===== config.mk =====
export PLATFORM = sky130hd
export DESIGN_NAME = frt_ram
export DESIGN_NICKNAME = d
export VERILOG_FILES = /design/src/hdl/fragment_reassembly_table_macros.svh /design/src/hdl/frt_ram.sv
export SDC_FILE = /design/constraint.sdc
export NUM_CORES = 1
export LEC_CHECK = 0
export BUFFER_PORTS_ARGS = -buffer_cell sky130_fd_sc_hd__buf_2
export CAP_MARGIN = 25
export CORE_MARGIN = 2
export CORE_UTILIZATION = 60
export CTS_CLUSTER_SIZE = 14
export DETAILED_ROUTE_END_ITERATION = 7
export PLACE_DENSITY = 0.77
export SKIP_CTS_REPAIR_TIMING = 1
export SKIP_LAST_GASP = 1
export SYNTH_ARGS = -nofsm -noshare
export SYNTH_HDL_FRONTEND = slang
export SYNTH_SLANG_ARGS = --single-unit

===== constraint.sdc =====
create_clock -name clock -period 2.7 [get_ports clock]
set_clock_uncertainty 0.2 [all_clocks]
set_input_delay 0.675 -clock clock [delete_from_list [all_inputs] [get_ports clock]]
set_output_delay 0.675 -clock clock [all_outputs]
set_load 0.1 [all_outputs]

===== src/hdl/fragment_reassembly_table_macros.svh =====
// Assertion helpers used by the reassembly table top level.
`ifndef FRAGMENT_REASSEMBLY_TABLE_MACROS_SVH
`define FRAGMENT_REASSEMBLY_TABLE_MACROS_SVH

// Same-cycle implication, disabled while reset is high.
`define FRT_ASSERT_IMP(label, clk, rst, ante, cons) \
   label: assert property (@(posedge clk) disable iff (rst) (ante) |-> (cons)) \
      else $error("reassembly table invariant violated");

// Next-cycle implication, disabled while reset is high.
`define FRT_ASSERT_NXT(label, clk, rst, ante, cons) \
   label: assert property (@(posedge clk) disable iff (rst) (ante) |=> (cons)) \
      else $error("reassembly table sequencing violated");

`endif


===== src/hdl/frt_ram.sv =====
// ----------------------------------------------------------------------------
// frt_ram
// Generic simple dual-port RAM with one write port and a registered read.
// ----------------------------------------------------------------------------
module frt_ram #(
   parameter int WIDTH = 8,
   parameter int DEPTH = 16
) (
   input  logic                     clock,
   input  logic                     wr_en,
   input  logic [$clog2(DEPTH)-1:0] wr_addr,
   input  logic [WIDTH-1:0]         wr_data,
   input  logic [$clog2(DEPTH)-1:0] rd_addr,
   output logic [WIDTH-1:0]         rd_data
);

   logic [WIDTH-1:0] mem_ff [DEPTH];
   logic [WIDTH-1:0] rd_data_ff;

   // Write and registered read.
   always_ff @(posedge clock) begin
      if (wr_en) begin
         mem_ff[wr_addr] <= wr_data;
      end
      rd_data_ff <= mem_ff[rd_addr];
   end

   assign rd_data = rd_data_ff;

endmodule


* Word level (Yosys, flattened, before mapping)
Memories as Yosys holds them, arrays and structs flattened. A register that Yosys moved wholly into a read port is not among the register bits.
Cells that the tools add are included.
** Storage, ports and cells
- Register bits :: 0
- Memory bits (writable) :: 128
- Bits of input ports :: 18
- Output and inout port bits :: 8
- Logic and storage cells :: 3
- Memories :: 1
** Memories
- mem_ff :: words 16, width 8, rd ports 1, clocked after Yosys merged registers in 1, wr ports 1, line frt_ram.sv:17 : logic [WIDTH-1:0] mem_ff [DEPTH];
** Cells by class
- Muxes and demuxes :: 2
** Operators with widths (count)
- $mux W1 :: 2

* Longest topological paths before layout
Gate-level depths: netlist of run 1.
- Depth in word-level cells :: 2
- Depth in mapped cells :: 5
- Mapped depth without buffers :: 3

* Worst setup path after synthesis of run 1
No wires, ideal clock.
- Path type :: in2reg
- Start :: input port wr_addr[2]
- End :: memory mem_ff[0][0], enable pin
- Library setup time :: 0.383 ns
- Arrival :: 1.785 ns
- Data required time :: 2.117 ns
- Slack :: 0.332 ns
- Stages :: 2
- Path buffers :: 0
- Path through :: or3b_2 > nor3_1
** RTL lines
- start, declared :: line frt_ram.sv:11 : input logic [$clog2(DEPTH)-1:0] wr_addr,
- end, declared :: line frt_ram.sv:17
Straight into the memory's write port.

* Worst setup path in the final report of run 1
- Start :: register rd_data_ff[7] (netlist: rd_data[7]), read port of mem_ff
- End :: output port rd_data[7]
** RTL lines
- start, declared :: line frt_ram.sv:18 : logic [WIDTH-1:0] rd_data_ff;
- end, declared :: line frt_ram.sv:14 : output logic [WIDTH-1:0] rd_data
No word-level cell between the ends.

==> impl_metrics.ini, run 1 <==
[grt]
grt_antenna_before_repair = 0
grtUsageTotal = 0.2192
grt_pass1_wl_um = 14760
grt_pass1_vias = 2554
grt_max_degree = 33
grt-ovfl-total = 0

[timing]
final.setup.tns_ns = 0
fmax_mhz = 465.7
fin_crit_ns = 2.147
timing.hold.ws_ns = 0.3454
drv_slew = 0
worst_slew_pin_slew_ns = 0.6295
setup_violations = 0
finalHoldViolCount = 0
max_slew_margin = 0.5788
rsz0062_at_grt = no
period_share = 0.7953

[logic_synthesis]
synth_sequential_area_ratio = 0.7778
synthTopCellsByArea = edfxtp_1 75%, mux4_2 7.9%, mux4_1 7.1%
yosysMostFrequentCell = edfxtp_1
synth_common_cells = 128 x edfxtp_1, 18 x mux4_2, 16 x a22oi_1
synth_area_mm2 = 0.005147
synth_top_cell_area_share = 0.7467
syn_inst = 229
async_flop_share = 0
syn_nets = 247
ys.flop_type = edfxtp_1
yosys_register_bits = 136
ys_warn_count = 0
yosysTopAreaCell = edfxtp_1
synth-edff-count = 128
avgSynthCellArea_um2 = 22.48
synth_cell_type_count = 19

[placed_design]
dpl-instance-area_mm2 = 0.005478
port_buffers = 25
gp_congestion = 0.7591
hpwl_um = 5705
placed_cells = 367

[setup_path]
end_kind = primary output
cpLargestDelayFamily = buffers and inverters
cp_num_buf_inv = 1
critPathKind = reg2out
critPathMaxFanout = 1
worstPathCellList = buf_2
cpMaxStageDelayCell = buf_2
cp.required_ns = 1.82
start_kind = register
cp.arrival_ns = 1.27
slowest_delay_ns = 0.43

[clock_tree]
cts_made_buffers = 17
cts_root_buf = clkbuf_8
htree_num_levels = 4
cts_sinks = 136
cts_buffer_depth = 2
path_clk_slew_ns = 0.06
clk_latency_ns = 0.51
cts_tree = built

[power_and_ir_drop]
finalPower_w = 0.004942
power_density_mw_per_mm2 = 815.0
ir_worst_vdd_v = 0.0004651
leakage_nw = 2.084

[cells_and_area]
fillers = 472
diodes = 0
drive_above_1_share = 0.3129
fin_area_mm2 = 0.006065
area_delta_synth_final_pct = 17.82
final_cells = 399
nets = 299

[floorplan]
die_w_um = 96.63
core_area_mm2 = 0.008258
die_h_um = 96.63
rows = 33
io_pins = 26
initial_core_util = 0.6233
die_area_mm2 = 0.009336

[drt]
wl_per_cell_um = 23.66
drtPass1Iterations = 4
drc = 0
final_antenna_net_count = 0
wl_um = 9440
viasPerCell = 6.261
vias = 2498
initialDrtViolationCount = 266

[flow_run]
maxCapViolations = 0

[worst_hold_path]
hold_path_class = in2reg

[status]
status = finished clean
==> final timing paths <==
kind	startpoint	end	slack (ns)	cells after the start
hold reg to reg	mem_ff[14][4]	rd_data[4]	0.48	3
setup reg to reg	mem_ff[2][5]	rd_data[5]	1.12	3
setup / recovery	rd_data[7]	rd_data[7]	0.55	1
hold / removal	wr_data[2]	mem_ff[7][2]	0.35	1
==> stage by stage <==
stage          utilization  worst slack (ns)
6_report            0.7344            0.5526
5_1_grt             0.7344            0.5182
4_1_cts             0.7344            0.5293
3_5_place_dp        0.6633            0.3571
3_3_place_gp        0.6633            0.3941
2_1_floorplan            -            0.3321
==> cell usage in the layout, fill, tap and decap left out <==
| cell | synthesis | routed |
|---|---|---|
| and2_1 | 1 | 1 |
| bufinv_16 | 0 | 3 |
| and2b_1 | 1 | 1 |
| nor2_1 | 13 | 13 |
| clkinv_4 | 0 | 3 |
| buf_4 | 1 | 16 |
| buf_12 | 0 | 2 |
| mux4_2 | 18 | 18 |
| mux4_1 | 14 | 14 |
| buf_2 | 3 | 25 |
| clkbuf_16 | 0 | 16 |
| nor2b_1 | 1 | 1 |
| clkbuf_1 | 0 | 2 |
| clkinvlp_4 | 0 | 2 |
| edfxtp_1 | 128 | 128 |
| a22oi_1 | 16 | 16 |
| nor3_1 | 4 | 4 |
| nand2b_1 | 2 | 2 |
| clkinv_2 | 0 | 4 |
| nand3b_1 | 2 | 2 |
| clkbuf_8 | 0 | 2 |
| nand2_1 | 9 | 9 |
| dfxtp_1 | 8 | 8 |
| or3b_2 | 1 | 1 |
| nand3_1 | 1 | 1 |
==> per-layer routing <==
layer	global-route usage	routed length, um
met1	0.2976	3860
met2	0.3568	4786
met3	0.05275	653
met4	0.07259	139
met5	0	0
==> final cells by class <==
class,count,area [um2],share of cell area
timing repair buffer,43,285.3,0.04704
multi-input combinational,83,1057,0.1743
clock inverter,12,151.4,0.02496
clock buffer,20,435.4,0.07180
sequential,136,4004,0.6602
tap,105,131.4,0.02166
==> cell families (layout without fill, tap and decap cells) <==
group                  after synthesis  count (layout)  synth area share
buffers and inverters               10              75           0.01677
AOI/OAI and AO/OA                   16              16           0.02334
and+or+nand+nor                     35              35           0.03184
DFF                                136             136            0.7778
muxes                               32              32            0.1502
==> power by group <==
group / internal, W / switching (W)
combinational: 0.0000940 / 0.000223
sequential: 0.00236 / 0.0000129
clock: 0.00143 / 0.000825
==> sequential cells by signal, summed over array words and instances, names as in the netlist <==
| signal | count |
|---|---|
| mem_ff | 128 |
| rd_data | 8 |
No activity file was read; power rests on OpenSTA's default activity.
==> run 2, diff against run 1 <==
--- a/config.mk
+++ b/config.mk
@@ -5,13 +5,14 @@
 export SDC_FILE = /design/constraint.sdc
 export NUM_CORES = 1
 export LEC_CHECK = 0
+export ABC_AREA = 1
 export BUFFER_PORTS_ARGS = -buffer_cell sky130_fd_sc_hd__buf_2
 export CAP_MARGIN = 25
 export CORE_MARGIN = 2
-export CORE_UTILIZATION = 60
+export CORE_UTILIZATION = 55
 export CTS_CLUSTER_SIZE = 14
 export DETAILED_ROUTE_END_ITERATION = 7
-export PLACE_DENSITY = 0.77
+export PLACE_DENSITY = 0.74
 export SKIP_CTS_REPAIR_TIMING = 1
 export SKIP_LAST_GASP = 1
 export SYNTH_ARGS = -nofsm -noshare
==> constraint.sdc (replaced) <==
create_clock -name clock -period 1.97 [get_ports clock]
set_clock_uncertainty 0.2 [all_clocks]
set_input_delay 0.4925 -clock clock [delete_from_list [all_inputs] [get_ports clock]]
set_output_delay 0.4925 -clock clock [all_outputs]
set_load 0.1 [all_outputs]
==> impl_metrics.ini, run 2 <==
[status]
status = finished clean

[cells_and_area]
fin_area_mm2 = 0.006711
final_cell_mix = 173 x nand2_1, 128 x edfxtp_1, 100 x inv_1
largest_reg_flops = 128
drive_above_1_share = 0.1326
nets = 616
area_delta_synth_final_pct = 16.38
diodes = 0
fillers = 779
mostFrequentLayoutCell = nand2_1
largest-register = mem_ff

[setup_path]
cp.arrival_ns = 1.24
cp.depth = 1
cp.required_ns = 1.28
slowest_delay_ns = 0.42
worstPathCellList = buf_2
rr_worst_depth = 6
critPathMaxFanout = 1
end_kind = primary output
start_kind = register
rr_endpoint = rd_data[3]
worst_r2r_startpoint = mem_ff[0][3]
startpoint = rd_data[0]
setup.worst_path.end = rd_data[0]
cpMaxStageDelayCell = buf_2
cpLargestDelayFamily = buffers and inverters
r2r_setup_slack_ns = 0.70
critPathKind = reg2out
cp_num_buf_inv = 1

[grt]
grt_pass1_vias = 3827
grt_antenna_before_repair = 0
grtUsageTotal = 0.2383
grt_max_degree = 41
grt_pass1_wl_um = 19550
grt-ovfl-total = 0

[floorplan]
die_h_um = 106.4
io_pins = 26
core_area_mm2 = 0.01023
initial_core_util = 0.5637
die_w_um = 106.4
rows = 37
die_area_mm2 = 0.01132

[logic_synthesis]
synthTopCellsByArea = edfxtp_1 67%, nand2_1 11%, nand3_1 8.4%
ys.flop_type = edfxtp_1
synth-edff-count = 128
yosysMostFrequentCell = nand2_1
synth_cell_type_count = 12
syn_inst = 551
avgSynthCellArea_um2 = 10.47
synth_common_cells = 173 x nand2_1, 128 x edfxtp_1, 100 x inv_1
synth_sequential_area_ratio = 0.6943
syn_nets = 569
synth_area_mm2 = 0.005767
synth_top_cell_area_share = 0.6665
yosysTopAreaCell = edfxtp_1
yosys_register_bits = 136
async_flop_share = 0
ys_warn_count = 0

[power_and_ir_drop]
power_density_mw_per_mm2 = 1021
internal_power_w = 0.005280
p_seq_frac = 0.475
comb_power_share = 0.078
ir_worst_vdd_v = 0.0005483
finalPower_w = 0.006852
p_clk_frac = 0.447
switching_share = 0.2294
leakage_nw = 2.934
p_sw_w = 0.001572

[clock_tree]
cts_made_buffers = 17
cts_buffer_depth = 2
cts_root_buf = clkbuf_8
htree_num_levels = 4
cts_sinks = 136
cts_tree = built
clk_latency_ns = 0.52
path_clk_slew_ns = 0.06

[drt]
drc = 0
initialDrtViolationCount = 309
wl_per_cell_um = 16.75
vias = 3867
drtPass1Iterations = 7
viasPerCell = 5.177
wl_um = 12510
final_antenna_net_count = 0

[timing]
finalHoldViolCount = 0
fin_crit_ns = 1.936
worst_slew_pin_slew_ns = 0.4876
max_slew_margin = 0.6772
drv_slew = 0
period_share = 0.9826
final.setup.tns_ns = 0
setup_violations = 0
fmax_mhz = 516.6
rsz0062_at_grt = no

[placed_design]
gp_congestion = 0.8618
hpwl_um = 7759
port_buffers = 25
dpl-instance-area_mm2 = 0.006123

[flow_run]
maxCapViolations = 0

[worst_hold_path]
hold_path_class = in2reg
run 2: cell types whose count changed after synthesis, sizes merged, moves of 2 or more:
cell | previous run | this run
mux4 | 32 | 0
nor2 | 13 | 17
nor3 | 4 | 0
clkdlybuf4s25 | 3 | 0
nand2 | 9 | 173
a22oi | 16 | 0
nand3 | 1 | 97
inv | 0 | 102
nand2b | 2 | 0
buf | 7 | 24
run 2: layout make-up:
type                       count  area [um2]  share of cell area
sequential                   136        4004              0.5966
multi-input combinational    289        1214              0.1808
clock buffer                  19       421.7             0.06283
inverter                     102       382.9             0.05705
timing repair buffer          52       365.4             0.05444
tap                          136       170.2             0.02535
clock inverter                13       153.9             0.02293
run 2: metrics by stage:
| stage | worst slack, ns | util | std cells | hold WS [ns] |
|---|---|---|---|---|
| after floorplan | 0.3267 | - | 551 | 0.3914 |
| after global placement | 0.1863 | 0.5985 | 715 | 0.4358 |
| after detailed placement | 0.1731 | 0.5985 | 715 | 0.4412 |
| after CTS | -0.04460 | 0.6548 | 747 | 0.1073 |
| after global routing | 0.0006566 | 0.6560 | 747 | 0.1438 |
| final | 0.03427 | 0.6560 | 747 | 0.1234 |
run 2: worst min-delay path by stage:
stage	start	to	slack, ns	depth (start not counted)
floorplan	wr_data[0]	mem_ff[0][0]	0.39	0
global placement	mem_ff[14][4]	rd_data[4]	0.44	6
detailed placement	mem_ff[14][4]	rd_data[4]	0.44	6
CTS	rd_addr[3]	rd_data[4]	0.11	3
global route	rd_addr[3]	rd_data[7]	0.14	3
finish	rd_addr[3]	rd_data[4]	0.12	3
run 2: power by group through the flow:
stage / registers [W] / clock network (W) / logic (W)
after floorplan: 0.00345 / 0 / 0.000228
after global placement: 0.00331 / 0 / 0.000515
after detailed placement: 0.00331 / 0 / 0.000525
after CTS: 0.00326 / 0.00309 / 0.000531
after global routing: 0.00326 / 0.00322 / 0.000579
final: 0.00325 / 0.00306 / 0.000537
run 2: cells by family after synthesis:
group | after synthesis | synth area share
AND/OR/NAND/NOR | 289 | 0.2105
flip-flops | 136 | 0.6943
buffers and inverters | 126 | 0.09525
run 2: worst reg2reg max path, stage by stage (launching register included):
cell and delay, ns:
edfxtp_1 0.38, inv_1 0.08, nand2_1 0.08, nand3_1 0.12
nand3_1 0.10, nand3_1 0.13, nand2_1 0.08
run 2: layer usage:
metal  part of all wire  GRT usage  vias to the layer above
li1                   -          -                     1871
met1               0.40     0.3055                     1823
met2               0.52     0.3938                      156
met3              0.064    0.04598                       17
met4              0.022     0.1100                        0
met5                  0          0                        -
==> run 3, diff against run 2 <==
--- a/config.mk
+++ b/config.mk
@@ -9,12 +9,13 @@
 export BUFFER_PORTS_ARGS = -buffer_cell sky130_fd_sc_hd__buf_2
 export CAP_MARGIN = 25
 export CORE_MARGIN = 2
-export CORE_UTILIZATION = 55
+export CORE_UTILIZATION = 61
 export CTS_CLUSTER_SIZE = 14
 export DETAILED_ROUTE_END_ITERATION = 7
-export PLACE_DENSITY = 0.74
+export PLACE_DENSITY = 0.78
 export SKIP_CTS_REPAIR_TIMING = 1
 export SKIP_LAST_GASP = 1
+export SLEW_MARGIN = 40
 export SYNTH_ARGS = -nofsm -noshare
 export SYNTH_HDL_FRONTEND = slang
 export SYNTH_SLANG_ARGS = --single-unit
==> constraint.sdc (replaced) <==
create_clock -name clock -period 1.9 [get_ports clock]
set_clock_uncertainty 0.2 [all_clocks]
set_input_delay 0.475 -clock clock [delete_from_list [all_inputs] [get_ports clock]]
set_output_delay 0.475 -clock clock [all_outputs]
set_load 0.1 [all_outputs]
==> impl_metrics.ini, run 3 (synthesis results as in run 2) <==
[status]
status = finished with violations
violations = setup timing

[timing]
max_slew_margin = 0.7311
fin_crit_ns = 1.921
layout_setup_ws_ns = -0.02132
finalHoldViolCount = 0
fmax_mhz = 520.5
period_share = 1.011
rsz0062_at_grt = yes
worst_slew_pin_slew_ns = 0.4033
drv_slew = 0
timing.hold.ws_ns = 0.1391
setup_violations = 1

[drt]
wl_per_cell_um = 17.84
drtPass1Iterations = 5
viasPerCell = 5.477
initialDrtViolationCount = 367
final_antenna_net_count = 0
wl_um = 12860
drc = 0
vias = 3949

[floorplan]
rows = 35
io_pins = 26
initial_core_util = 0.6271
die_w_um = 101.2
die_h_um = 101.2
die_area_mm2 = 0.01025
core_area_mm2 = 0.009196

[cells_and_area]
area_delta_synth_final_pct = 16.51
fillers = 607
nets = 615
drive_above_1_share = 0.1328
fin_util = 0.7306
seqCellArea_mm2 = 0.004004
largest-register = mem_ff
diodes = 0
final_cell_mix = 173 x nand2_1, 128 x edfxtp_1, 100 x inv_1
multi_input_area_mm2 = 0.001214
mostFrequentLayoutCell = nand2_1
largest_reg_flops = 128

[placed_design]
port_buffers = 25
gp_congestion = 0.8808
hpwl_um = 7528

[grt]
grt_max_degree = 65
grt_pass1_wl_um = 19890
grt_pass1_vias = 3829
grtUsageTotal = 0.2733
grt-ovfl-total = 0
grt_antenna_before_repair = 0

[setup_path]
r2r_setup_slack_ns = 0.61
worstPathCellList = clkbuf_4
end_kind = primary output
critPathKind = reg2out
cp.depth = 1
slowest_delay_ns = 0.37
rr_worst_depth = 6
setup.worst_path.end = rd_data[3]
cpLargestDelayFamily = flip-flops
cp.required_ns = 1.22
start_kind = register
cp_num_buf_inv = 1
startpoint = rd_data[3]
cpMaxStageDelayCell = dfxtp_1
cp.arrival_ns = 1.25
critPathMaxFanout = 1
worst_r2r_startpoint = mem_ff[4][3]
rr_endpoint = rd_data[3]

[power_and_ir_drop]
leakage_nw = 2.960
finalPower_w = 0.007287
ir_worst_vdd_v = 0.0006001
power_density_mw_per_mm2 = 1085

[clock_tree]
cts_sinks = 136
clk_latency_ns = 0.53
htree_num_levels = 4
cts_tree = built
cts_buffer_depth = 2
cts_root_buf = clkbuf_8
path_clk_slew_ns = 0.06
cts_made_buffers = 17

[flow_run]
maxCapViolations = 0

[worst_hold_path]
hp-start = rd_addr[3]
hold_path_class = in2reg
==> run 3: cell types whose count changed in the layout (fill, tap and decap cells not counted), sizes merged <==
cell	change
clkbuf	+3
buf	-3
bufinv	+1
clkinv	+2
clkinvlp	-3
inv	-1
==> run 3: per-stage QoR <==
stage	cells	TNS [ns]	setup slack, ns	instance area [um2]
floorplan	551	0	0.2742	5767
global placement	689	0	0.1388	6097
detailed placement	689	0	0.1244	6097
CTS	721	-0.4933	-0.1382	6699
global route	721	-0.03552	-0.03552	6719
finish	721	-0.02132	-0.02132	6719
==> run 3: layout make-up <==
| cell class | count | area share |
|---|---|---|
| multi-input cells | 289 | 0.1806 |
| repair buffers | 51 | 0.05624 |
| clock inverters | 12 | 0.02626 |
| clock buffers | 20 | 0.06331 |
| well taps | 111 | 0.02067 |
| flip-flops and latches | 136 | 0.5959 |
| inverters | 102 | 0.05698 |
==> run 3: power by group <==
group,leakage [nW],switching (W),internal [W]
logic,1.45,0.000430,0.000139
registers,1.22,0.0000221,0.00335
clock network,0.290,0.00121,0.00213
total,2.96,0.00167,0.00562
==> run 3: worst min path at each step <==
stage          cells past startpoint      endpoint  slack (ns)
5_1_grt                            3    rd_data[4]        0.13
3_3_place_gp                       6    rd_data[3]        0.45
3_5_place_dp                       6    rd_data[3]        0.44
4_1_cts                            3    rd_data[7]        0.12
2_1_floorplan                      0  mem_ff[0][0]        0.37
6_report                           3    rd_data[3]        0.14
==> run 3: routing by layer <==
metal	wire (um)	global-route usage
met3	1211	0.06901
met2	6284	0.4345
met1	4858	0.3493
met5	0	0
met4	508	0.1466
