File: src/hdl/fragment_reassembly_table_macros.svh
// Assertion helpers used by the reassembly table top level.
`ifndef FRAGMENT_REASSEMBLY_TABLE_MACROS_SVH
`define FRAGMENT_REASSEMBLY_TABLE_MACROS_SVH

// Same-cycle implication, disabled while reset is high.
`define FRT_ASSERT_IMP(label, clk, rst, ante, cons) \
   label: assert property (@(posedge clk) disable iff (rst) (ante) |-> (cons)) \
      else $error("reassembly table invariant violated");

// Next-cycle implication, disabled while reset is high.
`define FRT_ASSERT_NXT(label, clk, rst, ante, cons) \
   label: assert property (@(posedge clk) disable iff (rst) (ante) |=> (cons)) \
      else $error("reassembly table sequencing violated");

`endif

File: src/hdl/frt_pkg.sv
// ----------------------------------------------------------------------------
// frt_pkg
// Shared sizes, codes and types of the fragment reassembly table.
// ----------------------------------------------------------------------------
package frt_pkg;

   localparam int SLOT_COUNT   = 4;
   localparam int SLOT_W       = $clog2(SLOT_COUNT);
   localparam int CELL_BYTES   = 1088;
   localparam int HEADER_BYTES = 12;
   localparam int MAX_FRAMES   = 8;
   localparam int STORE_DEPTH  = SLOT_COUNT * CELL_BYTES;
   localparam int ADDR_W       = $clog2(STORE_DEPTH);
   localparam int POS_W        = $clog2(CELL_BYTES + 1);
   localparam int REQ_TDATA_W  = 208;
   localparam int RSP_TDATA_W  = 144;

   typedef enum logic [1:0] {
      ACT_HEADER  = 2'd0,
      ACT_PAYLOAD = 2'd1,
      ACT_READ    = 2'd2,
      ACT_NONE    = 2'd3
   } action_type;

   typedef enum logic [1:0] {
      STAT_BAD        = 2'd0,
      STAT_INCOMPLETE = 2'd1,
      STAT_COMPLETE   = 2'd2,
      STAT_READ       = 2'd3
   } status_type;

   typedef enum logic [0:0] {
      CSR_FRAME_MAGIC = 1'b0,
      CSR_SLOT_TTL    = 1'b1
   } csr_index_type;

   typedef enum logic [8:0] {
      S_INIT   = 9'b000000001,
      S_IDLE   = 9'b000000010,
      S_DECODE = 9'b000000100,
      S_SCAN   = 9'b000001000,
      S_CLEAR  = 9'b000010000,
      S_CHECK  = 9'b000100000,
      S_FINISH = 9'b001000000,
      S_RDWAIT = 9'b010000000,
      S_EMIT   = 9'b100000000
   } state_type;

   typedef struct packed {
      logic [15:0] frame_magic;
      logic [31:0] slot_ttl_ms;
   } cfg_type;

   typedef struct packed {
      logic              wr_en;
      logic [ADDR_W-1:0] wr_addr;
      logic [7:0]        wr_data;
      logic [ADDR_W-1:0] rd_addr;
   } ram_req_type;

   typedef struct packed {
      logic init_busy;
      logic in_frame;
   } ctrl_status_type;

   // First byte address of a slot's buffer in the cell store.
   function automatic logic [ADDR_W-1:0] base_addr(input logic [SLOT_W-1:0] slot);
      return ADDR_W'(slot) * ADDR_W'(CELL_BYTES);
   endfunction

endpackage

File: src/hdl/frt_ctrl.sv
// ----------------------------------------------------------------------------
// frt_ctrl
// Sequencer of the reassembly table: header checks, slot scan, buffer
// clearing, payload stores, read-back and the result register.
// ----------------------------------------------------------------------------
module frt_ctrl (
   input  logic                                clock,
   input  logic                                reset,
   input  frt_pkg::cfg_type                    cfg,
   input  logic                                req_tvalid,
   output logic                                req_tready,
   input  logic [1:0]                          req_tuser,
   input  logic [frt_pkg::REQ_TDATA_W-1:0]     req_tdata,
   output logic                                rsp_tvalid,
   input  logic                                rsp_tready,
   output logic [1:0]                          rsp_tuser,
   output logic [frt_pkg::RSP_TDATA_W-1:0]     rsp_tdata,
   output frt_pkg::ram_req_type                ram_req,
   input  logic [7:0]                          ram_rd_data,
   output frt_pkg::ctrl_status_type            status
);
   import frt_pkg::*;

   state_type state_ff, state_in;

   // Captured request word.
   action_type  act_ff, act_in;
   logic [7:0]  flen_ff, flen_in;
   logic [15:0] magic_ff, magic_in;
   logic [7:0]  seq_ff, seq_in;
   logic [7:0]  cnt_ff, cnt_in;
   logic [31:0] cell_ff, cell_in;
   logic [15:0] off_ff, off_in;
   logic [47:0] mac_ff, mac_in;
   logic [47:0] now_ff, now_in;
   logic [7:0]  byte_ff, byte_in;
   logic [1:0]  rslot_ff, rslot_in;
   logic [10:0] rindex_ff, rindex_in;

   // Frame in progress.
   logic              active_ff, active_in;
   logic [SLOT_W-1:0] ctx_slot_ff, ctx_slot_in;
   logic [POS_W-1:0]  ctx_pos_ff, ctx_pos_in;
   logic [7:0]        ctx_left_ff, ctx_left_in;
   logic [2:0]        ctx_seq_ff, ctx_seq_in;
   logic [3:0]        ctx_count_ff, ctx_count_in;

   // Slot scan bookkeeping.
   logic [SLOT_W-1:0] scan_ff, scan_in;
   logic              free_found_ff, free_found_in;
   logic [SLOT_W-1:0] free_idx_ff, free_idx_in;
   logic              old_found_ff, old_found_in;
   logic [SLOT_W-1:0] old_idx_ff, old_idx_in;
   logic [47:0]       old_age_ff, old_age_in;
   logic [SLOT_W-1:0] pick_ff, pick_in;
   logic [POS_W-1:0]  clr_ff, clr_in;
   logic [ADDR_W-1:0] init_ff, init_in;
   logic              oor_ff, oor_in;

   // Slot table.
   logic        busy_ff   [SLOT_COUNT];
   logic        busy_in   [SLOT_COUNT];
   logic [47:0] sender_ff [SLOT_COUNT];
   logic [47:0] sender_in [SLOT_COUNT];
   logic [31:0] scell_ff  [SLOT_COUNT];
   logic [31:0] scell_in  [SLOT_COUNT];
   logic [3:0]  expect_ff [SLOT_COUNT];
   logic [3:0]  expect_in [SLOT_COUNT];
   logic [7:0]  seen_ff   [SLOT_COUNT];
   logic [7:0]  seen_in   [SLOT_COUNT];
   logic [47:0] start_ff  [SLOT_COUNT];
   logic [47:0] start_in  [SLOT_COUNT];

   // Statistics and the pending result.
   logic [31:0] pushed_ff, pushed_in;
   logic [31:0] dropped_ff, dropped_in;
   logic [31:0] bad_ff, bad_in;
   logic [31:0] reasm_ff, reasm_in;
   status_type  res_status_ff, res_status_in;
   logic [1:0]  res_slot_ff, res_slot_in;
   logic [7:0]  res_byte_ff, res_byte_in;

   logic                   rsp_valid_ff, rsp_valid_in;
   logic [1:0]             rsp_user_ff, rsp_user_in;
   logic [RSP_TDATA_W-1:0] rsp_data_ff, rsp_data_in;

   // Header validation of the captured word.
   logic [7:0] plen;
   logic       hdr_bad;
   logic       hdr_overrun;

   assign plen        = flen_ff - 8'(HEADER_BYTES);
   assign hdr_bad     = (flen_ff < 8'(HEADER_BYTES)) || (magic_ff != cfg.frame_magic) ||
                        (cnt_ff == 8'd0) || (cnt_ff > 8'(MAX_FRAMES)) || (seq_ff >= cnt_ff);
   assign hdr_overrun = (17'(off_ff) + 17'(plen)) > 17'(CELL_BYTES);

   // Age test of the slot under the scan pointer.
   logic [47:0] diff;
   logic        later;
   logic        expired;
   logic        busy_eff;
   logic        hit;
   logic [47:0] age;

   assign diff     = now_ff - start_ff[scan_ff];
   assign later    = now_ff > start_ff[scan_ff];
   assign expired  = busy_ff[scan_ff] && later && (diff > {16'd0, cfg.slot_ttl_ms});
   assign busy_eff = busy_ff[scan_ff] && !expired;
   assign hit      = busy_eff && (sender_ff[scan_ff] == mac_ff) && (scell_ff[scan_ff] == cell_ff);
   assign age      = later ? diff : 48'd0;

   assign req_tready = (state_ff == S_IDLE);

   // Next-state logic of the whole sequencer.
   always_comb begin
      logic              free_now;
      logic [SLOT_W-1:0] free_idx_now;
      logic              old_found_now;
      logic [SLOT_W-1:0] old_idx_now;
      logic [SLOT_W-1:0] pick;
      logic [7:0]        want;
      logic [7:0]        mask;

      state_in      = state_ff;
      act_in        = act_ff;
      flen_in       = flen_ff;
      magic_in      = magic_ff;
      seq_in        = seq_ff;
      cnt_in        = cnt_ff;
      cell_in       = cell_ff;
      off_in        = off_ff;
      mac_in        = mac_ff;
      now_in        = now_ff;
      byte_in       = byte_ff;
      rslot_in      = rslot_ff;
      rindex_in     = rindex_ff;
      active_in     = active_ff;
      ctx_slot_in   = ctx_slot_ff;
      ctx_pos_in    = ctx_pos_ff;
      ctx_left_in   = ctx_left_ff;
      ctx_seq_in    = ctx_seq_ff;
      ctx_count_in  = ctx_count_ff;
      scan_in       = scan_ff;
      free_found_in = free_found_ff;
      free_idx_in   = free_idx_ff;
      old_found_in  = old_found_ff;
      old_idx_in    = old_idx_ff;
      old_age_in    = old_age_ff;
      pick_in       = pick_ff;
      clr_in        = clr_ff;
      init_in       = init_ff;
      oor_in        = oor_ff;
      busy_in       = busy_ff;
      sender_in     = sender_ff;
      scell_in      = scell_ff;
      expect_in     = expect_ff;
      seen_in       = seen_ff;
      start_in      = start_ff;
      pushed_in     = pushed_ff;
      dropped_in    = dropped_ff;
      bad_in        = bad_ff;
      reasm_in      = reasm_ff;
      res_status_in = res_status_ff;
      res_slot_in   = res_slot_ff;
      res_byte_in   = res_byte_ff;
      rsp_valid_in  = rsp_valid_ff;
      rsp_user_in   = rsp_user_ff;
      rsp_data_in   = rsp_data_ff;
      ram_req       = '0;
      free_now      = free_found_ff;
      free_idx_now  = free_idx_ff;
      old_found_now = old_found_ff;
      old_idx_now   = old_idx_ff;
      pick          = '0;
      want          = 8'((9'd1 << ctx_count_ff) - 9'd1);
      mask          = seen_ff[ctx_slot_ff] | (8'd1 << ctx_seq_ff);

      // The result register empties when its word is taken.
      if (rsp_valid_ff && rsp_tready) begin
         rsp_valid_in = 1'b0;
      end

      case (state_ff)
         S_INIT: begin
            // Zero the whole cell store after reset.
            ram_req.wr_en   = 1'b1;
            ram_req.wr_addr = init_ff;
            init_in         = init_ff + 1'b1;
            if (init_ff == ADDR_W'(STORE_DEPTH - 1)) begin
               state_in = S_IDLE;
            end
         end
         S_IDLE: begin
            if (req_tvalid) begin
               act_in    = action_type'(req_tuser);
               flen_in   = req_tdata[7:0];
               magic_in  = req_tdata[23:8];
               seq_in    = req_tdata[31:24];
               cnt_in    = req_tdata[39:32];
               cell_in   = req_tdata[71:40];
               off_in    = req_tdata[87:72];
               mac_in    = req_tdata[135:88];
               now_in    = req_tdata[183:136];
               byte_in   = req_tdata[191:184];
               rslot_in  = req_tdata[193:192];
               rindex_in = req_tdata[204:194];
               state_in  = S_DECODE;
            end
         end
         S_DECODE: begin
            case (act_ff)
               ACT_HEADER: begin
                  active_in = 1'b0;
                  if (hdr_bad || hdr_overrun) begin
                     bad_in        = bad_ff + 32'd1;
                     res_status_in = STAT_BAD;
                     res_slot_in   = 2'd0;
                     res_byte_in   = 8'd0;
                     state_in      = S_EMIT;
                  end else begin
                     pushed_in     = pushed_ff + 32'd1;
                     scan_in       = '0;
                     free_found_in = 1'b0;
                     old_found_in  = 1'b0;
                     old_age_in    = 48'd0;
                     state_in      = S_SCAN;
                  end
               end
               ACT_PAYLOAD: begin
                  if (active_ff) begin
                     if (ctx_pos_ff < POS_W'(CELL_BYTES)) begin
                        ram_req.wr_en   = 1'b1;
                        ram_req.wr_addr = base_addr(ctx_slot_ff) + ADDR_W'(ctx_pos_ff);
                        ram_req.wr_data = byte_ff;
                     end
                     ctx_pos_in  = ctx_pos_ff + 1'b1;
                     ctx_left_in = ctx_left_ff - 8'd1;
                     state_in    = (ctx_left_ff == 8'd1) ? S_FINISH : S_IDLE;
                  end else begin
                     state_in = S_IDLE;
                  end
               end
               ACT_READ: begin
                  oor_in = (32'(rslot_ff) >= 32'(SLOT_COUNT)) ||
                           (32'(rindex_ff) >= 32'(CELL_BYTES));
                  ram_req.rd_addr = base_addr(SLOT_W'(rslot_ff)) + ADDR_W'(rindex_ff);
                  state_in = S_RDWAIT;
               end
               default: begin
                  state_in = S_IDLE;
               end
            endcase
         end
         S_SCAN: begin
            // One slot a cycle: TTL eviction, then key match, free and oldest tracking.
            if (expired) begin
               busy_in[scan_ff] = 1'b0;
               dropped_in       = dropped_ff + 32'd1;
            end
            if (hit) begin
               pick_in  = scan_ff;
               state_in = S_CHECK;
            end else begin
               if (!busy_eff && !free_found_ff) begin
                  free_now     = 1'b1;
                  free_idx_now = scan_ff;
               end
               if (busy_eff && (!old_found_ff || (age > old_age_ff))) begin
                  old_found_now = 1'b1;
                  old_idx_now   = scan_ff;
                  old_age_in    = age;
               end
               free_found_in = free_now;
               free_idx_in   = free_idx_now;
               old_found_in  = old_found_now;
               old_idx_in    = old_idx_now;
               if (scan_ff == SLOT_W'(SLOT_COUNT - 1)) begin
                  if (free_now) begin
                     pick = free_idx_now;
                  end else begin
                     pick       = old_found_now ? old_idx_now : '0;
                     dropped_in = dropped_in + 32'd1;
                  end
                  sender_in[pick] = mac_ff;
                  scell_in[pick]  = cell_ff;
                  expect_in[pick] = 4'd0;
                  seen_in[pick]   = 8'd0;
                  start_in[pick]  = now_ff;
                  busy_in[pick]   = 1'b1;
                  pick_in         = pick;
                  clr_in          = '0;
                  state_in        = S_CLEAR;
               end else begin
                  scan_in = scan_ff + 1'b1;
               end
            end
         end
         S_CLEAR: begin
            // Zero the new slot's buffer, one byte a cycle.
            ram_req.wr_en   = 1'b1;
            ram_req.wr_addr = base_addr(pick_ff) + ADDR_W'(clr_ff);
            clr_in          = clr_ff + 1'b1;
            if (clr_ff == POS_W'(CELL_BYTES - 1)) begin
               state_in = S_CHECK;
            end
         end
         S_CHECK: begin
            // Frame count must agree with what the slot already holds.
            if ((expect_ff[pick_ff] != 4'd0) && (expect_ff[pick_ff] != cnt_ff[3:0])) begin
               busy_in[pick_ff] = 1'b0;
               bad_in           = bad_ff + 32'd1;
               res_status_in    = STAT_BAD;
               res_slot_in      = 2'd0;
               res_byte_in      = 8'd0;
               state_in         = S_EMIT;
            end else begin
               if (expect_ff[pick_ff] == 4'd0) begin
                  expect_in[pick_ff] = cnt_ff[3:0];
               end
               active_in    = 1'b1;
               ctx_slot_in  = pick_ff;
               ctx_pos_in   = POS_W'(off_ff);
               ctx_left_in  = plen;
               ctx_seq_in   = seq_ff[2:0];
               ctx_count_in = cnt_ff[3:0];
               state_in     = (plen == 8'd0) ? S_FINISH : S_IDLE;
            end
         end
         S_FINISH: begin
            // Mark the frame seen and test the mask for a whole cell.
            active_in            = 1'b0;
            seen_in[ctx_slot_ff] = mask;
            res_slot_in          = 2'(ctx_slot_ff);
            res_byte_in          = 8'd0;
            if ((mask & want) == want) begin
               busy_in[ctx_slot_ff] = 1'b0;
               reasm_in             = reasm_ff + 32'd1;
               res_status_in        = STAT_COMPLETE;
            end else begin
               res_status_in = STAT_INCOMPLETE;
            end
            state_in = S_EMIT;
         end
         S_RDWAIT: begin
            res_status_in = STAT_READ;
            res_slot_in   = rslot_ff;
            res_byte_in   = oor_ff ? 8'd0 : ram_rd_data;
            state_in      = S_EMIT;
         end
         S_EMIT: begin
            if (!rsp_valid_ff || rsp_tready) begin
               rsp_valid_in = 1'b1;
               rsp_user_in  = res_status_ff;
               rsp_data_in  = {6'd0, reasm_ff, bad_ff, dropped_ff, pushed_ff,
                               res_byte_ff, res_slot_ff};
               state_in     = S_IDLE;
            end
         end
         default: begin
            state_in = S_IDLE;
         end
      endcase
   end

   // Control state with synchronous reset.
   always_ff @(posedge clock) begin
      if (reset) begin
         state_ff     <= S_INIT;
         init_ff      <= '0;
         active_ff    <= 1'b0;
         rsp_valid_ff <= 1'b0;
         pushed_ff    <= 32'd0;
         dropped_ff   <= 32'd0;
         bad_ff       <= 32'd0;
         reasm_ff     <= 32'd0;
         busy_ff      <= '{default: 1'b0};
      end else begin
         state_ff     <= state_in;
         init_ff      <= init_in;
         active_ff    <= active_in;
         rsp_valid_ff <= rsp_valid_in;
         pushed_ff    <= pushed_in;
         dropped_ff   <= dropped_in;
         bad_ff       <= bad_in;
         reasm_ff     <= reasm_in;
         busy_ff      <= busy_in;
      end
   end

   // Payload registers.
   always_ff @(posedge clock) begin
      act_ff        <= act_in;
      flen_ff       <= flen_in;
      magic_ff      <= magic_in;
      seq_ff        <= seq_in;
      cnt_ff        <= cnt_in;
      cell_ff       <= cell_in;
      off_ff        <= off_in;
      mac_ff        <= mac_in;
      now_ff        <= now_in;
      byte_ff       <= byte_in;
      rslot_ff      <= rslot_in;
      rindex_ff     <= rindex_in;
      ctx_slot_ff   <= ctx_slot_in;
      ctx_pos_ff    <= ctx_pos_in;
      ctx_left_ff   <= ctx_left_in;
      ctx_seq_ff    <= ctx_seq_in;
      ctx_count_ff  <= ctx_count_in;
      scan_ff       <= scan_in;
      free_found_ff <= free_found_in;
      free_idx_ff   <= free_idx_in;
      old_found_ff  <= old_found_in;
      old_idx_ff    <= old_idx_in;
      old_age_ff    <= old_age_in;
      pick_ff       <= pick_in;
      clr_ff        <= clr_in;
      oor_ff        <= oor_in;
      sender_ff     <= sender_in;
      scell_ff      <= scell_in;
      expect_ff     <= expect_in;
      seen_ff       <= seen_in;
      start_ff      <= start_in;
      res_status_ff <= res_status_in;
      res_slot_ff   <= res_slot_in;
      res_byte_ff   <= res_byte_in;
      rsp_user_ff   <= rsp_user_in;
      rsp_data_ff   <= rsp_data_in;
   end

   assign rsp_tvalid       = rsp_valid_ff;
   assign rsp_tuser        = rsp_user_ff;
   assign rsp_tdata        = rsp_data_ff;
   assign status.init_busy = (state_ff == S_INIT);
   assign status.in_frame  = active_ff;

endmodule

File: config.mk
export PLATFORM = sky130hd
export DESIGN_NAME = frt_ctrl
export DESIGN_NICKNAME = d
export VERILOG_FILES = /design/src/hdl/fragment_reassembly_table_macros.svh /design/src/hdl/frt_pkg.sv /design/src/hdl/frt_ctrl.sv
export SDC_FILE = /design/constraint.sdc
export NUM_CORES = 2
export LEC_CHECK = 0
export ABC_AREA = 1
export BUFFER_PORTS_ARGS = -buffer_cell sky130_fd_sc_hd__buf_2
export CAP_MARGIN = 20
export CORE_ASPECT_RATIO = 2
export CORE_MARGIN = 1.5
export CORE_UTILIZATION = 45
export DETAILED_ROUTE_END_ITERATION = 6
export PLACE_DENSITY = 0.7
export SYNTH_ARGS = -nofsm -noshare
export SYNTH_HDL_FRONTEND = slang
export SYNTH_SLANG_ARGS = --single-unit
File: constraint.sdc
create_clock -name clock -period 19.4 [get_ports clock]
set_input_delay 3.88 -clock clock [delete_from_list [all_inputs] [get_ports clock]]
set_output_delay 3.88 -clock clock [all_outputs]
set_load 0.02 [all_outputs]
## Word-level counts from Yosys, hierarchy flattened

Index checks and enable logic that the tools add are counted.

| storage, ports and cells | value |
|---|---|
| RAM bits | 0 |
| memories | 0 |
| register bits | 1173 |
| latch bits | 0 |
| bits in read-only memories | 0 |
| output and inout port bits | 185 |

| operators by class | value |
|---|---|
| divide/modulo/power cells | 0 |
| add/sub/neg operators | 17 |
| equal/unequal tests | 38 |
| shift operators | 2 |
| reduce and logical (&&, ||, !) cells | 61 |
| muxes and demuxes | 146 |
| bitwise gates (word level) | 20 |
| magnitude comparators | 17 |
| multiply operators | 3 |

Operators with widths:

| kind | number |
|---|---|
| $mux W48 | 10 |
| $mux W32 | 13 |
| $bwmux W192 | 2 |
| $bmux W48 S2 | 2 |
| $add A32 B1 Y32 const B | 5 |
| $bwmux W128 | 1 |
| $pmux W32 S2 | 2 |
| $demux W48 S2 | 1 |
| $gt A48 B48 Y1 | 2 |
| $pmux W48 S2 | 1 |
| $mux W8 | 11 |
| $mux W9 | 8 |
| $pmux W9 S8 | 1 |
| $mux W22 | 3 |
| $bmux W32 S2 | 1 |
| $demux W32 S2 | 1 |
| $mux W16 | 4 |
| $mux W11 | 5 |
| $eq A48 B48 Y1 | 1 |
| $gt A48 B32 Y1 | 1 |
| $sub A48 B48 Y48 | 1 |
| $pmux W11 S2 | 2 |
| $pmux W14 S3 | 1 |
| $mux W4 | 10 |
| 86 further kinds | 215 |

## Depth between registers and ports, before layout

| depth | value |
|---|---|
| depth after elaboration | 28 |
| gate-level depth with buffers | 49 |
| mapped depth without buffers | 41 |

## Worst setup path after synthesis

Ideal clock, no wire load.

| timing path | value |
|---|---|
| kind | in2reg |
| from | input port req_tvalid |
| to | register act_ff[0] (enable) |
| cell stages on the path | 2 |
| required time | 18622 ps |
| path buffers | 0 |
| setup slack | 6150 ps |
| arrival | 12471 ps |
| cell sequence | inv_1 nor2_1 |

| between the ends | value |
|---|---|
| word-level cells in the longest chain between the ends | 1 |

Ends and longest elaborated chain:

| item | line | text |
|---|---|---|
| start, declared | frt_ctrl.sv:10 | `input logic req_tvalid,` |
| $reduce_and A2 Y1 (no line) | n/a |  |
| end signal, assigned | frt_ctrl.sv:392 | `act_ff <= act_in;` |
| end, declared | frt_ctrl.sv:27 | `action_type act_ff, act_in;` |

No other way between the ends.
A chain may end at the register's enable or synchronous reset.

## Final worst setup path

| timing path | value |
|---|---|
| from | register scan_ff[0] |
| to | register sender_ff[93] (netlist bit) (enable) |

| between the ends | value |
|---|---|
| word-level cells in the longest chain between the ends | 13 |
| elaborated cells between the ends (all ways) | 27 |

Ends and longest elaborated chain:

| item | line | text |
|---|---|---|
| start, declared | frt_ctrl.sv:49 | `logic [SLOT_W-1:0] scan_ff, scan_in;` |
| start signal, assigned | frt_ctrl.sv:409 | `scan_ff <= scan_in;` |
| $not A2 Y3 (not written as such) | n/a |  |
| $bmux W48 S2 | frt_ctrl.sv:105, frt_ctrl.sv:106 |  |
| $mux W48 (not written as such) (2 in series) | frt_ctrl.sv:105, frt_ctrl.sv:106 |  |
| $sub A48 B48 Y48 / $gt A48 B48 Y1 (equally long branches) | frt_ctrl.sv:105, frt_ctrl.sv:106 |  |
| $gt A48 B32 Y1 / $logic_and A1 B1 Y1 (equally long branches) | frt_ctrl.sv:107 | `assign expired = busy_ff[scan_ff] && later && (diff > {16'd0, cfg.slot_ttl_ms});` |
| $logic_and A1 B1 Y1 | frt_ctrl.sv:107 |  |
| $logic_not A1 Y1 | frt_ctrl.sv:108 | `assign busy_eff = busy_ff[scan_ff] && !expired;` |
| $logic_and A1 B1 Y1 | frt_ctrl.sv:108 |  |
| $logic_and A1 B1 Y1 (2 in series) | frt_ctrl.sv:109 | `assign hit = busy_eff && (sender_ff[scan_ff] == mac_ff) && (scell_ff[scan_ff] == cell_ff);` |
| $not A1 Y1 (no line) | n/a |  |
| $reduce_and A3 Y1 (no line) * | n/a |  |
| end signal, assigned | frt_ctrl.sv:418 | `sender_ff <= sender_in;` |
| end, declared | frt_ctrl.sv:63 | `logic [47:0] sender_ff [SLOT_COUNT];` |

Every way passes the cells marked *; elsewhere a longest branch is shown, timed or not. The select of a mux whose other input is x is not followed.

==> reports/metrics.csv <==
metric,value,unit
result of the run,"complete, no violations",
Worst Setup End Kind,flip-flop,
Setup WS pre-CTS,8726,ps
Post-Syn Area per Cell,9.681,sq um
CTS tree,done,
FILL cells,11440,
IO Count,455,
via count of the first global-routing pass,42670,
clock latency at the later pin of the worst-skew pair,740,ps
Die Wd,254.8,um
Max Buffers Root-to-Sink,3,
synthesized instance count,5896,
critical path type,reg -> reg,
drt pass-1 iters,5,
Hold Path Depth,0,
global-route usage over all layers,0.2355,
worst vdd ir,0.00008554,V
Detail Placement HPWL,110600,um
cts hold-fix bufs,0,
fraction of layout cells with a size suffix above 1,0.1165,
"non-filler cells, final",8072,
CP top delay family,buffers and inverters,
Clock Sinks,1173,
Final Hold Viols,0,
die footprint,129100,sq um
largest net degree at the start of global routing,192,
register area,33660,sq um
count of cell types in the netlist,67,
clock root buffer,clkbuf_16,
Setup Buffers After CTS,0,
GP Congestion,0.9781,
Layout Nets,6753,
WP depth,36,
Via Count,42840,
clk slew on worst S/H paths,70,ps
critical path's slowest cell,buf_4,
multi-input logic area,20010,sq um
Hold Startpoint,res_byte_ff[2],
HP Class,reg -> reg,
Crit path required time,19730,ps
WHS,422.0,ps
I/O Buffers,445,
post-synthesis register bit count,1173,
Switching Fraction,0.2105,
Worst Slack Setup Final,8764,ps
FF-to-FF setup slack,8760,ps
Comb pwr share,0.023,
row count,184,
synth warn,0,
Internal,3850,uW
Starting Density,0.4541,
async set-reset flop share out of synthesis,0,
CP startpoint kind,flip-flop,
R2R depth,36,
CP Data Arrival Time,10970,ps
Clk network pwr share,0.419,
Lkg Pwr,0.02491,uW
CP Buf/Inv Count,7,
minimum clock period,10640,ps
depth of the CTS H-tree,3,
Antenna Violating Nets Remaining,0,
RSZ-0062 raised after global routing,no,
Worst path most repeated cell,nand2_1,
CTS buffer count,103,
Die H,506.7,um
sequential power share,0.559,
critical path peak fanout,102,
Critical R2R Launch,scan_ff[0],
first-pass GRT wire length,233900,um
# placed instances,7875,
core area,125700,sq um
Setup crit start,scan_ff[0],
synthesis-to-finish area growth,12.77,%
Relative slew margins,0.2723,
DR vias/cell,5.308,
1st-iter DRT viols,2773,
max cap viols,0,
Achievable Freq,94.02,MHz
Sum Neg Setup Slack,0,ps
number of synthesized flops with an enable pin,1017,
total congestion overflow,0,
PwrDens,75.76,nW/um^2
"Seq/Total Area, Yosys",0.5897,
Syn Std Cell Area,57080,sq um
max-slew violation count,0,
Final Cycle Share,0.5483,
DR DRC count,0,
P_sw,1026,uW
CP max stage delay,900,ps
slew of the pin with the lowest slew margin,1092,ps
Setup Skew,55.64,ps
post-CTS resize count,0,
final WL,153000,um
Synth Flop Type,edfxtp_1,
WL per Instance,18.96,um
initial antenna violation count,20,
setup violators final,0,
[layout make-up]
type | instances | share of cell area
tap | 1674 | 0.03254
multi-input combinational | 3820 | 0.3108
sequential | 1173 | 0.5229
clock inverter | 64 | 0.009991
timing repair buffer | 483 | 0.03946
antenna | 5 | 0.0001944
inverter | 727 | 0.04251
clock buffer | 126 | 0.04154
[cell usage after synthesis (54+ instances only)]
cell         n  area, sq um
ha_1       170         2127
xor2_1     177         1550
nor4_1      54        337.8
nand2_1   1392         5225
nand4_1     83        519.3
dfxtp_1    156         3123
xnor2_1     57        499.2
o21ai_0    254         1271
edfxtp_1  1017        30540
nor2_1     566         2125
clkbuf_1   130        488.0
nand3_1    303         1516
nor3_1     178        890.9
a21oi_1    259         1296
inv_1      698         2620
[per-stage QoR]
step	total power, uW	instance area, sq um	utilization
floorplan	2836	57100	-
detailed placement	2888	61030	0.4855
global route	5005	64360	0.5120
global placement	2885	61030	0.4855
CTS	4914	64340	0.5119
finish	4877	64370	0.5121
[power by group through the flow]
stage / Combinational [uW] / Clock, uW / Sequential (uW)
finish: 110 / 2040 / 2720
global route: 122 / 2160 / 2720
CTS: 110 / 2080 / 2720
detailed placement: 109 / 0 / 2780
global placement: 107 / 0 / 2780
floorplan: 57.3 / 0 / 2780
[final timing paths]
check | endpoint
setup / recovery | sender_ff[93]
hold / removal | rsp_tdata[4]
setup reg to reg | sender_ff[93]
hold reg to reg | rsp_tdata[4]
[cells in the final DEF, fill, tap and decap left out, types with 8 or more instances in the layout]
master      netlist  layout
clkinv_1          3      19
o221ai_1         10      10
o21a_1           14      14
a21oi_1         259     258
o211ai_1         11      11
a31oi_1          17      17
a22oi_1           9       9
or2_2            11      11
clkbuf_16         0     103
clkinvlp_4        0       8
nand4_1          83      83
xor2_1          177     177
edfxtp_1       1017    1017
clkinv_2          0      11
a32o_1           47      47
o22ai_1          40      40
clkbuf_1        130      22
xnor2_1          57      57
nor3b_1          10      10
buf_4             9      37
buf_2            18     444
nor2_2           21      21
nor2_4            4      11
nand3b_1         13      13
o21ai_0         254     253
o21ai_1          10      10
nor3_1          178     177
nor4_1           54      54
nand2_2          14      15
dfxtp_1         156     156
inv_6             0       9
nand2_1        1392    1391
nand3_1         303     303
inv_2            26      26
inv_1           698     696
ha_1            170     170
a211oi_1         12      12
nor2_1          566     559
clkinv_4          0       8
[layer usage]
metal | share of wire | routed length (um) | track usage
met4 | 0.065 | 9915 | 0.1455
met3 | 0.052 | 7905 | 0.03243
met5 | 0.00080 | 122 | 0
met1 | 0.36 | 54870 | 0.2486
met2 | 0.52 | 80220 | 0.4349
[cell families (layout without fill, tap and decap cells)]
logic type	count (synthesis)	in the layout	share of synthesized area
DFF	1173	1173	0.5897
and+or+nand+nor	2670	2670	0.1981
xor gates and xnor gates	234	234	0.03590
adders and majority gates	175	175	0.03902
AOI/OAI and AO/OA	735	735	0.07580
buffers and inverters	908	1400	0.06138
other	1	11	0.00006570
[sequential cells by signal, summed over array words and instances, names as in the netlist, 48 cells and up]
register / cells
mac_ff: 48
now_ff: 48
old_age_ff: 48
rsp_tdata: 138
scell_ff: 128
sender_ff: 192
start_ff: 192
No activity file was read; power rests on OpenSTA's default activity.
